File: src/bfpa_pkg.sv
// Package for the best-fit partition allocator.
// Holds field widths, action codes, parameter defaults and the fit-unit control type.
// No dependencies; the other files, except bfpa_ram, use it by scoped names.
package bfpa_pkg;

	localparam int PARTITIONS_DEF = 16;
	localparam int SIZE_BITS_DEF  = 16;

	localparam int IDX_BITS     = 4;
	localparam int SIZE_IN_BITS = 16;
	localparam int LEFT_BITS    = 16;
	localparam int CFG_BITS     = 5;

	localparam logic [CFG_BITS-1:0] CFG_RESET = 5'd16;

	localparam logic ACT_LOAD  = 1'b0;
	localparam logic ACT_ALLOC = 1'b1;

	typedef struct packed {
		logic clear;
		logic sample;
	} fit_ctl_t;

endpackage

File: src/bfpa_if.sv
// Handshake interfaces for the request and response channels of the allocator.
// Depends on bfpa_pkg for payload widths.
interface bfpa_req_if;
	logic                              valid;
	logic                              ready;
	logic                              action;
	logic [bfpa_pkg::IDX_BITS-1:0]     partition_index;
	logic [bfpa_pkg::SIZE_IN_BITS-1:0] size;

	modport source (output valid, action, partition_index, size, input ready);
	modport sink (input valid, action, partition_index, size, output ready);
endinterface

interface bfpa_rsp_if;
	logic                           valid;
	logic                           ready;
	logic                           granted;
	logic [bfpa_pkg::IDX_BITS-1:0]  chosen_index;
	logic [bfpa_pkg::LEFT_BITS-1:0] leftover;

	modport source (output valid, granted, chosen_index, leftover, input ready);
	modport sink (input valid, granted, chosen_index, leftover, output ready);
endinterface

File: src/bfpa_ram.sv
// Generic single-write, single-read RAM with registered read data.
// No dependencies.
module bfpa_ram #(
	parameter int WIDTH = 16,
	parameter int DEPTH = 16
) (
	input  logic                     clk,
	input  logic                     we,
	input  logic [$clog2(DEPTH)-1:0] waddr,
	input  logic [WIDTH-1:0]         wdata,
	input  logic [$clog2(DEPTH)-1:0] raddr,
	output logic [WIDTH-1:0]         rdata
);

	logic [WIDTH-1:0] mem_q [DEPTH];

	always_ff @(posedge clk) begin
		if (we) begin
			mem_q[waddr] <= wdata;
		end
		rdata <= mem_q[raddr];
	end

endmodule

File: src/bfpa_fit.sv
// Shared subtract-and-compare unit; keeps the best free fit seen during a scan.
// Depends on bfpa_pkg for the control struct.
module bfpa_fit #(
	parameter int PARTITIONS = bfpa_pkg::PARTITIONS_DEF,
	parameter int SIZE_BITS  = bfpa_pkg::SIZE_BITS_DEF
) (
	input  logic                          clk,
	input  logic                          arst_n,
	input  bfpa_pkg::fit_ctl_t            ctl,
	input  logic [SIZE_BITS-1:0]          part_size,
	input  logic [SIZE_BITS-1:0]          req_size,
	input  logic [$clog2(PARTITIONS)-1:0] idx,
	input  logic                          free,
	output logic                          found,
	output logic [$clog2(PARTITIONS)-1:0] best_idx,
	output logic [SIZE_BITS-1:0]          best_left
);

	logic                          found_q;
	logic [$clog2(PARTITIONS)-1:0] best_idx_q;
	logic [SIZE_BITS-1:0]          best_left_q;
	logic [SIZE_BITS:0]            diff;
	logic                          better;

	assign diff   = {1'b0, part_size} - {1'b0, req_size};
	assign better = free && !diff[SIZE_BITS]
		&& (!found_q || (diff[SIZE_BITS-1:0] < best_left_q));

	always_ff @(posedge clk or negedge arst_n) begin
		if (!arst_n) begin
			found_q <= 1'b0;
		end else if (ctl.clear) begin
			found_q <= 1'b0;
		end else if (ctl.sample && better) begin
			found_q <= 1'b1;
		end
	end

	always_ff @(posedge clk) begin
		if (ctl.sample && better && !ctl.clear) begin
			best_idx_q  <= idx;
			best_left_q <= diff[SIZE_BITS-1:0];
		end
	end

	assign found     = found_q;
	assign best_idx  = best_idx_q;
	assign best_left = best_left_q;

endmodule

File: src/best_fit_partition_allocator.sv
// Best-fit fixed-partition allocator, top level: sequencer, used bits, config, output register.
// Depends on bfpa_pkg, bfpa_if, bfpa_ram and bfpa_fit.
// Load word: accepted while idle, no response. Reset clears used bits and control, sets config (16).
// Allocate word: scans N = min(partitions_in_use, PARTITIONS) entries, one a cycle, through one
// RAM read port and one subtract-compare unit; after a drain state, the EMIT state loads the
// response (from idle when N is 0), later while a prior one waits; idle then takes the next word.
module best_fit_partition_allocator #(
	parameter int PARTITIONS = bfpa_pkg::PARTITIONS_DEF,
	parameter int SIZE_BITS  = bfpa_pkg::SIZE_BITS_DEF
) (
	input  logic                            clk,
	input  logic                            arst_n,
	bfpa_req_if.sink                        req,
	bfpa_rsp_if.source                      rsp,
	input  logic                            cfg_we,
	input  logic [bfpa_pkg::CFG_BITS-1:0]   cfg_wdata
);

	localparam int AW = $clog2(PARTITIONS);
	localparam int LW = $clog2(PARTITIONS + 1);
	localparam int CW = (LW > bfpa_pkg::CFG_BITS) ? LW : bfpa_pkg::CFG_BITS;
	localparam int MX = (AW > bfpa_pkg::IDX_BITS) ? AW : bfpa_pkg::IDX_BITS;
	localparam int ZW = MX + 1;

	typedef enum logic [1:0] {
		ST_IDLE,
		ST_SCAN,
		ST_DRAIN,
		ST_EMIT
	} state_t;

	state_t                          state_q;
	logic [bfpa_pkg::CFG_BITS-1:0]   cfg_q;
	logic [LW-1:0]                   limit_q;
	logic [AW-1:0]                   cnt_q;
	logic [SIZE_BITS-1:0]            req_size_q;
	logic                            out_valid_q;
	logic                            out_granted_q;
	logic [bfpa_pkg::IDX_BITS-1:0]   out_idx_q;
	logic [bfpa_pkg::LEFT_BITS-1:0]  out_left_q;
	logic                            rd_valid_s1;
	logic [AW-1:0]                   rd_idx_s1;
	logic [PARTITIONS-1:0]           used_q;

	logic                            accept;
	logic                            load_hit;
	logic [ZW-1:0]                   load_idx;
	logic [AW-1:0]                   waddr;
	logic [SIZE_BITS-1:0]            in_size;
	logic [SIZE_BITS-1:0]            rd_data;
	logic [CW-1:0]                   cfg_ext;
	logic [CW-1:0]                   lim;
	logic                            last_issue;
	logic                            out_load;
	bfpa_pkg::fit_ctl_t              fit_ctl;
	logic                            fit_found;
	logic [AW-1:0]                   fit_best_idx;
	logic [SIZE_BITS-1:0]            fit_best_left;

	assign req.ready  = (state_q == ST_IDLE);
	assign accept     = req.valid && req.ready;
	assign in_size    = SIZE_BITS'(req.size);
	assign load_idx   = ZW'(req.partition_index);
	assign load_hit   = accept && (req.action == bfpa_pkg::ACT_LOAD)
		&& (load_idx < ZW'(PARTITIONS));
	assign waddr      = load_idx[AW-1:0];
	assign cfg_ext    = CW'(cfg_q);
	assign lim        = (cfg_ext > CW'(PARTITIONS)) ? CW'(PARTITIONS) : cfg_ext;
	assign last_issue = ((LW'(cnt_q) + LW'(1)) == limit_q);
	assign out_load   = (state_q == ST_EMIT) && (!out_valid_q || rsp.ready);

	assign fit_ctl.clear  = accept && (req.action == bfpa_pkg::ACT_ALLOC);
	assign fit_ctl.sample = rd_valid_s1;

	bfpa_ram #(
		.WIDTH(SIZE_BITS),
		.DEPTH(PARTITIONS)
	) u_size_ram (
		.clk   (clk),
		.we    (load_hit),
		.waddr (waddr),
		.wdata (in_size),
		.raddr (cnt_q),
		.rdata (rd_data)
	);

	bfpa_fit #(
		.PARTITIONS(PARTITIONS),
		.SIZE_BITS (SIZE_BITS)
	) u_fit (
		.clk       (clk),
		.arst_n    (arst_n),
		.ctl       (fit_ctl),
		.part_size (rd_data),
		.req_size  (req_size_q),
		.idx       (rd_idx_s1),
		.free      (!used_q[rd_idx_s1]),
		.found     (fit_found),
		.best_idx  (fit_best_idx),
		.best_left (fit_best_left)
	);

	always_ff @(posedge clk or negedge arst_n) begin
		if (!arst_n) begin
			cfg_q <= bfpa_pkg::CFG_RESET;
		end else if (cfg_we) begin
			cfg_q <= cfg_wdata;
		end
	end

	always_ff @(posedge clk or negedge arst_n) begin
		if (!arst_n) begin
			used_q <= '0;
		end else if (load_hit) begin
			used_q[waddr] <= 1'b0;
		end else if (out_load && fit_found) begin
			used_q[fit_best_idx] <= 1'b1;
		end
	end

	always_ff @(posedge clk or negedge arst_n) begin
		if (!arst_n) begin
			rd_valid_s1 <= 1'b0;
		end else begin
			rd_valid_s1 <= (state_q == ST_SCAN);
		end
	end

	always_ff @(posedge clk) begin
		rd_idx_s1 <= cnt_q;
	end

	always_ff @(posedge clk or negedge arst_n) begin
		if (!arst_n) begin
			state_q       <= ST_IDLE;
			cnt_q         <= '0;
			limit_q       <= '0;
			req_size_q    <= '0;
			out_valid_q   <= 1'b0;
			out_granted_q <= 1'b0;
			out_idx_q     <= '0;
			out_left_q    <= '0;
		end else begin
			if (rsp.ready && !out_load) begin
				out_valid_q <= 1'b0;
			end
			unique case (state_q)
				ST_IDLE: begin
					cnt_q <= '0;
					if (accept && (req.action == bfpa_pkg::ACT_ALLOC)) begin
						req_size_q <= in_size;
						limit_q    <= LW'(lim);
						state_q    <= (lim == '0) ? ST_EMIT : ST_SCAN;
					end
				end
				ST_SCAN: begin
					if (last_issue) begin
						state_q <= ST_DRAIN;
					end else begin
						cnt_q <= cnt_q + AW'(1);
					end
				end
				ST_DRAIN: begin
					state_q <= ST_EMIT;
				end
				ST_EMIT: begin
					if (out_load) begin
						out_valid_q   <= 1'b1;
						out_granted_q <= fit_found;
						out_idx_q     <= fit_found
							? bfpa_pkg::IDX_BITS'(fit_best_idx) : '0;
						out_left_q    <= fit_found
							? bfpa_pkg::LEFT_BITS'(fit_best_left) : '0;
						state_q       <= ST_IDLE;
					end
				end
				default: begin
					state_q <= ST_IDLE;
				end
			endcase
		end
	end

	assign rsp.valid        = out_valid_q;
	assign rsp.granted      = out_granted_q;
	assign rsp.chosen_index = out_idx_q;
	assign rsp.leftover     = out_left_q;

	a_grant_marks_used: assert property (@(posedge clk) disable iff (!arst_n)
		(out_load && fit_found) |=> used_q[$past(fit_best_idx)])
		else $error("granted partition not marked used");

	a_no_grant_zero: assert property (@(posedge clk) disable iff (!arst_n)
		(out_valid_q && !out_granted_q) |-> (out_idx_q == '0 && out_left_q == '0))
		else $error("refused word carries nonzero fields");

	a_scan_in_range: assert property (@(posedge clk) disable iff (!arst_n)
		(state_q == ST_SCAN) |-> (LW'(cnt_q) < limit_q))
		else $error("scan address beyond partitions in use");

	a_read_in_scan: assert property (@(posedge clk) disable iff (!arst_n)
		rd_valid_s1 |-> (state_q == ST_SCAN || state_q == ST_DRAIN))
		else $error("read data sampled outside a scan");

endmodule

File: src/flat_wrapper.sv
// flat-port wrapper written by rule: the top's interface ports become plain ports
module best_fit_partition_allocator_flat 
#(
	parameter int PARTITIONS = bfpa_pkg::PARTITIONS_DEF,
	parameter int SIZE_BITS  = bfpa_pkg::SIZE_BITS_DEF
)
  (clk, arst_n, cfg_we, cfg_wdata, req_valid, req_action, req_partition_index, req_size, req_ready, rsp_valid, rsp_granted, rsp_chosen_index, rsp_leftover, rsp_ready);
  bfpa_req_if req_i ();
  bfpa_rsp_if rsp_i ();
  input  logic clk;
  input  logic arst_n;
  input  logic cfg_we;
  input  logic [bfpa_pkg::CFG_BITS-1:0] cfg_wdata;
  input wire logic [$bits(req_i.valid)-1:0] req_valid;
  input wire logic [$bits(req_i.action)-1:0] req_action;
  input wire logic [$bits(req_i.partition_index)-1:0] req_partition_index;
  input wire logic [$bits(req_i.size)-1:0] req_size;
  output wire logic [$bits(req_i.ready)-1:0] req_ready;
  output wire logic [$bits(rsp_i.valid)-1:0] rsp_valid;
  output wire logic [$bits(rsp_i.granted)-1:0] rsp_granted;
  output wire logic [$bits(rsp_i.chosen_index)-1:0] rsp_chosen_index;
  output wire logic [$bits(rsp_i.leftover)-1:0] rsp_leftover;
  input wire logic [$bits(rsp_i.ready)-1:0] rsp_ready;
  assign req_i.valid = req_valid;
  assign req_i.action = req_action;
  assign req_i.partition_index = req_partition_index;
  assign req_i.size = req_size;
  assign req_ready = req_i.ready;
  assign rsp_valid = rsp_i.valid;
  assign rsp_granted = rsp_i.granted;
  assign rsp_chosen_index = rsp_i.chosen_index;
  assign rsp_leftover = rsp_i.leftover;
  assign rsp_i.ready = rsp_ready;
  best_fit_partition_allocator #(.PARTITIONS(PARTITIONS), .SIZE_BITS(SIZE_BITS)) u_core (.clk(clk), .arst_n(arst_n), .req(req_i), .rsp(rsp_i), .cfg_we(cfg_we), .cfg_wdata(cfg_wdata));
endmodule
File: config.mk
export PLATFORM = sky130hd
export DESIGN_NAME = best_fit_partition_allocator_flat
export DESIGN_NICKNAME = d
export VERILOG_FILES = /design/src/bfpa_pkg.sv /design/src/bfpa_if.sv /design/src/bfpa_ram.sv /design/src/bfpa_fit.sv /design/src/best_fit_partition_allocator.sv /design/src/flat_wrapper.sv
export SDC_FILE = /design/constraint.sdc
export NUM_CORES = 1
export LEC_CHECK = 0
export BUFFER_PORTS_ARGS = -buffer_cell sky130_fd_sc_hd__buf_2
export CORE_MARGIN = 8
export CORE_UTILIZATION = 55
export CTS_CLUSTER_DIAMETER = 120
export CTS_CLUSTER_SIZE = 24
export DETAILED_ROUTE_END_ITERATION = 7
export GPL_TIMING_DRIVEN = 1
export PLACE_DENSITY = 0.73
export SYNTH_ARGS = -nofsm -noshare
export SYNTH_HDL_FRONTEND = slang
export SYNTH_HIERARCHICAL = 1
export SYNTH_SLANG_ARGS = --single-unit
File: constraint.sdc
create_clock -name clk -period 4.8 [get_ports clk]
set_clock_uncertainty 0.05 [all_clocks]
set_input_delay 0.96 -clock clk [delete_from_list [all_inputs] [get_ports clk]]
set_output_delay 0.96 -clock clk [all_outputs]
set_load 0.05 [all_outputs]
==> run summary <==
Buffers placed on the I/O ports in this run total 53. The tools report the initial standard-cell utilization of the core as 0.553. The number of failing setup endpoints in the final timing report is 0.

The switching share of total power is 0.357, and the site row count is 61. Counting buffers and inverters, the worst setup path is 14 cells deep. The run gives 0.601 as the post-route core utilization. The tools report the leakage power as 5.99 nW.

After the first detailed-routing iteration, the DRC count stood at 791. Reg2reg setup slack: 1.21 ns. Die height: 182 µm. For this design the total switching power over the nets is 3.57 mW. Global-route layer with the greatest usage: met2. The tools report the number of placed I/O pins as 54. The largest individual stage delay along the critical path comes from the cell sky130_fd_sc_hd__dfrtp_1. The number of filler cells placed in the layout was 2,060. After the flow finishes, the layout carries non-filler instances totaling 1,350. The first global-routing pass estimated 49,400 µm of wire. The run gives 0 as the number of hold-repair buffers added at the cts stage. The worst slew margin relative to its limit is 0.352. The startpoint identified for the worst register-to-register timing path is u_core/req_size_q[1]. In the final routed layout, each cell accounts on average for 23.2 µm. The tools report the count of final max-slew check failures as 0. Buffers added to address setup during post-CTS repair amount to 0. Walking the worst path, the cells encountered are inv_1 > ha_1 > nor2b_1 > o31ai_2 > nand2b_1 > a21oi_1 > xnor2_1 > ha_1 > a21o_1 > a211oi_1 > o21ai_0 > a221o_1 > a211oi_2 > buf_4.

Subtracting the final worst setup slack from the clock period gives 3.59 ns. Number of nets still failing antenna checks after routing: 0. Entering global routing, the biggest net connects 73 pins. The logs give 8,239 for the via count of the first global-routing pass and 0.436 for the share of power burned in registers.

STA classifies the critical path startpoint as a register. The main flop type after synthesis was sky130_fd_sc_hd__edfxtp_1. Across all hold checks on the routed design, the worst slack comes to 0.415 ns.

The run gives 0.690 as the share of the yosys chip area belonging to registers. The tool flagged a number of max-cap violations equal to 0. The critical path ends at u_core/u_fit/best_left[10]. The synthesized design contains 368 register bits. The first detailed-routing pass ran for 5 iterations. The fraction of final layout cells with drive strength greater than 1 was 0.207. STA classifies the critical path endpoint as a register.

In this run the power density over the cells is 605 nW/µm². In the routed layout, each cell is associated on average with a via count of 6.07. For the global-route usage over all layers, the log shows 0.192.

After clock tree synthesis, the clock-pin slew on the worst setup and hold paths is 0.10 ns. No sink is reached through more buffers than the 3 on the longest clock path. In this design, the critical path's most frequently occurring cell is sky130_fd_sc_hd__ha_1. The die width was 182 µm; the initial antenna violation count was 0. The met2 layer usage reported by global route is 0.317, and the internal portion of total power is 6.42 mW. The final worst-path cycle share is 0.748. The run finished with clean final reports. The total CTS buffers came out at 19. The logs give 15,200 µm² for the netlist area before placement and 31,300 µm for the total length of routed wires. In this run the worst setup path begins at u_core/req_size_q[1]. At the end of routability-driven placement, the weighted congestion stood at 0.839.

Data arrives at the worst endpoint at 3.76 ns. 0 antenna diodes ended up in the layout. The classification of the worst setup path was register to register.

The number of cells upsized or downsized after cts is 0, and the number of warnings printed during yosys synthesis is 6. The worst path buffer plus inverter count came out at 2. The sum of overflow across all layers after global routing was 0.

Along the worst path, the maximum fanout reaches 12. The cell count of the worst reg-to-reg path was 14. Clock tree synthesis found a total of 368 sinks. The total half-perimeter wirelength after legalization and detailed placement is 19,300 µm.

For the net count after synthesis, the log shows 994. STA puts the critical path data required time at 4.97 ns. The CTS H-tree depth was 1; the sum of negative setup slack was 0 ns. In this run, synthesis inferred 276 flip-flops with an integrated enable.

The tools report the later-pin clock latency in the skew report as 0.52 ns. TritonCTS built the clock tree. At the pin with the least slew margin, the transition time is 0.972 ns. The layout-stage area growth over the synthesis result was 8.66%.

The family with the most delay on the worst path is compound AO/OA/AOI/OAI gates. The count of nets after finishing was 1,060; the fraction of synthesis flops using an asynchronous set or reset pin was 0.196. Peak per-stage delay on the critical path: 0.39 ns. Setup repair after global routing left no endpoint under its margin. The tools report the met3 track demand over resource as 0.0278. The worst hold path belongs to the class register to register. Counting tap cells, the placed design contains a total of 1,316 instances.

The tools report the post-detailed-route DRC marker count as 0. The endpoint of the most critical register-to-register path was u_core/u_fit/best_left[10]. The library cells used most frequently in the layout, excluding fill and tap cells, are sky130_fd_sc_hd__edfxtp_1, sky130_fd_sc_hd__nand2_1, sky130_fd_sc_hd__dfrtp_1. Yosys mapped the design onto 65 distinct sky130hd cell types.

The met1 track demand over resource in global routing came out at 0.266. The final route contains 8,193 vias. The area of the die is 33,200 µm², and the total power draw is 9.99 mW. In the synthesized netlist, the number of instances is 925. In this run the clock root is driven by a sky130_fd_sc_hd__clkbuf_16. The most common cell after layout, fill and taps aside is sky130_fd_sc_hd__edfxtp_1. The total area inside the core boundary comes to 27,500 µm². IR analysis of the VDD net gives a maximum drop of 396 µV.

The synthesized area divided by synthesized cell count is 16.4 µm², and the clock power share is 0.173. The share of total power in combinational logic is 0.391, and the achievable clock frequency is 279 MHz. For the final hold violation count, the log shows 0.
==> flip-flops by register name, summed over array words and instances, names as in the netlist, 5 cells and up <==
signal                   flops
u_core/u_size_ram/mem_q    256
u_core/used_q               16
u_core/u_fit/best_left      16
u_core/rsp.leftover         16
u_core/cfg_ext               5
u_core/u_size_ram/rdata     16
u_core/limit_q               5
u_core/req_size_q           16
==> worst reg2reg max path, delay by kind of cell (launching register included) <==
family                     cells  cell delay, ns
adders and majority gates      2            0.51
buffers and inverters          2            0.35
and+or+nand+nor                2            0.25
DFF                            1            0.39
xor gates and xnor gates       1            0.17
AOI/OAI and AO/OA              7            1.59
==> area by class of cell <==
type	instances	area (µm²)	share of cell area
Clock inverter	2	25.0	0.00152
Inverter	47	176	0.0107
Timing Repair Buffer	78	455	0.0276
Sequential cell	368	10500	0.636
Multi-Input combinational cell	477	4400	0.267
Tap cell	346	433	0.0262
Clock buffer	32	524	0.0317
==> power by group through the flow <==
stage / Combinational [mW] / Clock, mW / Sequential [mW]
3_3_place_gp: 3.81 / 0 / 4.41
6_report: 3.91 / 1.73 / 4.35
4_1_cts: 3.92 / 1.78 / 4.37
5_1_grt: 4.35 / 1.89 / 4.43
2_1_floorplan: 2.86 / 0 / 4.49
3_5_place_dp: 3.90 / 0 / 4.43
==> stage by stage <==
step	cell area [µm²]	setup slack [ns]
global route	16500	0.904
detailed placement	16000	1.21
floorplan	15200	0.919
finish	16500	1.21
global placement	16000	1.33
CTS	16500	1.19
==> cell usage after synthesis (20+ instances only) <==
master | n | area (µm²)
sky130_fd_sc_hd__edfxtp_1 | 276 | 8290
sky130_fd_sc_hd__nand2_1 | 84 | 315
sky130_fd_sc_hd__dfrtp_1 | 71 | 1780
sky130_fd_sc_hd__mux4_2 | 59 | 1330
sky130_fd_sc_hd__inv_1 | 45 | 169
sky130_fd_sc_hd__o21ai_0 | 40 | 200
sky130_fd_sc_hd__ha_1 | 37 | 463
sky130_fd_sc_hd__a22oi_1 | 32 | 240
sky130_fd_sc_hd__nor2_1 | 32 | 120
sky130_fd_sc_hd__mux2_2 | 24 | 270
sky130_fd_sc_hd__dfxtp_1 | 20 | 400
==> logic make-up (layout without fill, tap and decap cells) <==
family | after synthesis | after routing | share of synthesized area
flops | 368 | 368 | 0.690
simple gates | 179 | 179 | 0.0553
compound gates | 145 | 145 | 0.0644
mux | 96 | 96 | 0.124
buf+inv | 80 | 159 | 0.0227
fa+ha+maj | 38 | 38 | 0.0318
xor+xnor | 19 | 19 | 0.0110
==> layer usage <==
| metal | share of wire | routed length (µm) |
|---|---|---|
| met3 | 0.057 | 1800 |
| met4 | 0.024 | 762 |
| met5 | 0 | 0 |
| met2 | 0.49 | 15400 |
| met1 | 0.42 | 13300 |
==> worst min-delay path by stage <==
stage / slack, ns / start / end / cells after the start
global placement: 0.39 / u_core/rd_idx_s1[3] / u_core/u_fit/best_idx[3] / 0
detailed placement: 0.39 / u_core/rd_idx_s1[3] / u_core/u_fit/best_idx[3] / 0
finish: 0.41 / u_core/rd_idx_s1[3] / u_core/u_fit/best_idx[3] / 0
CTS: 0.42 / u_core/rd_idx_s1[3] / u_core/u_fit/best_idx[3] / 0
floorplan: 0.37 / u_core/rd_idx_s1[3] / u_core/u_fit/best_idx[3] / 0
global route: 0.45 / u_core/rd_idx_s1[3] / u_core/u_fit/best_idx[3] / 0
No activity file was read; power rests on OpenSTA's default activity.
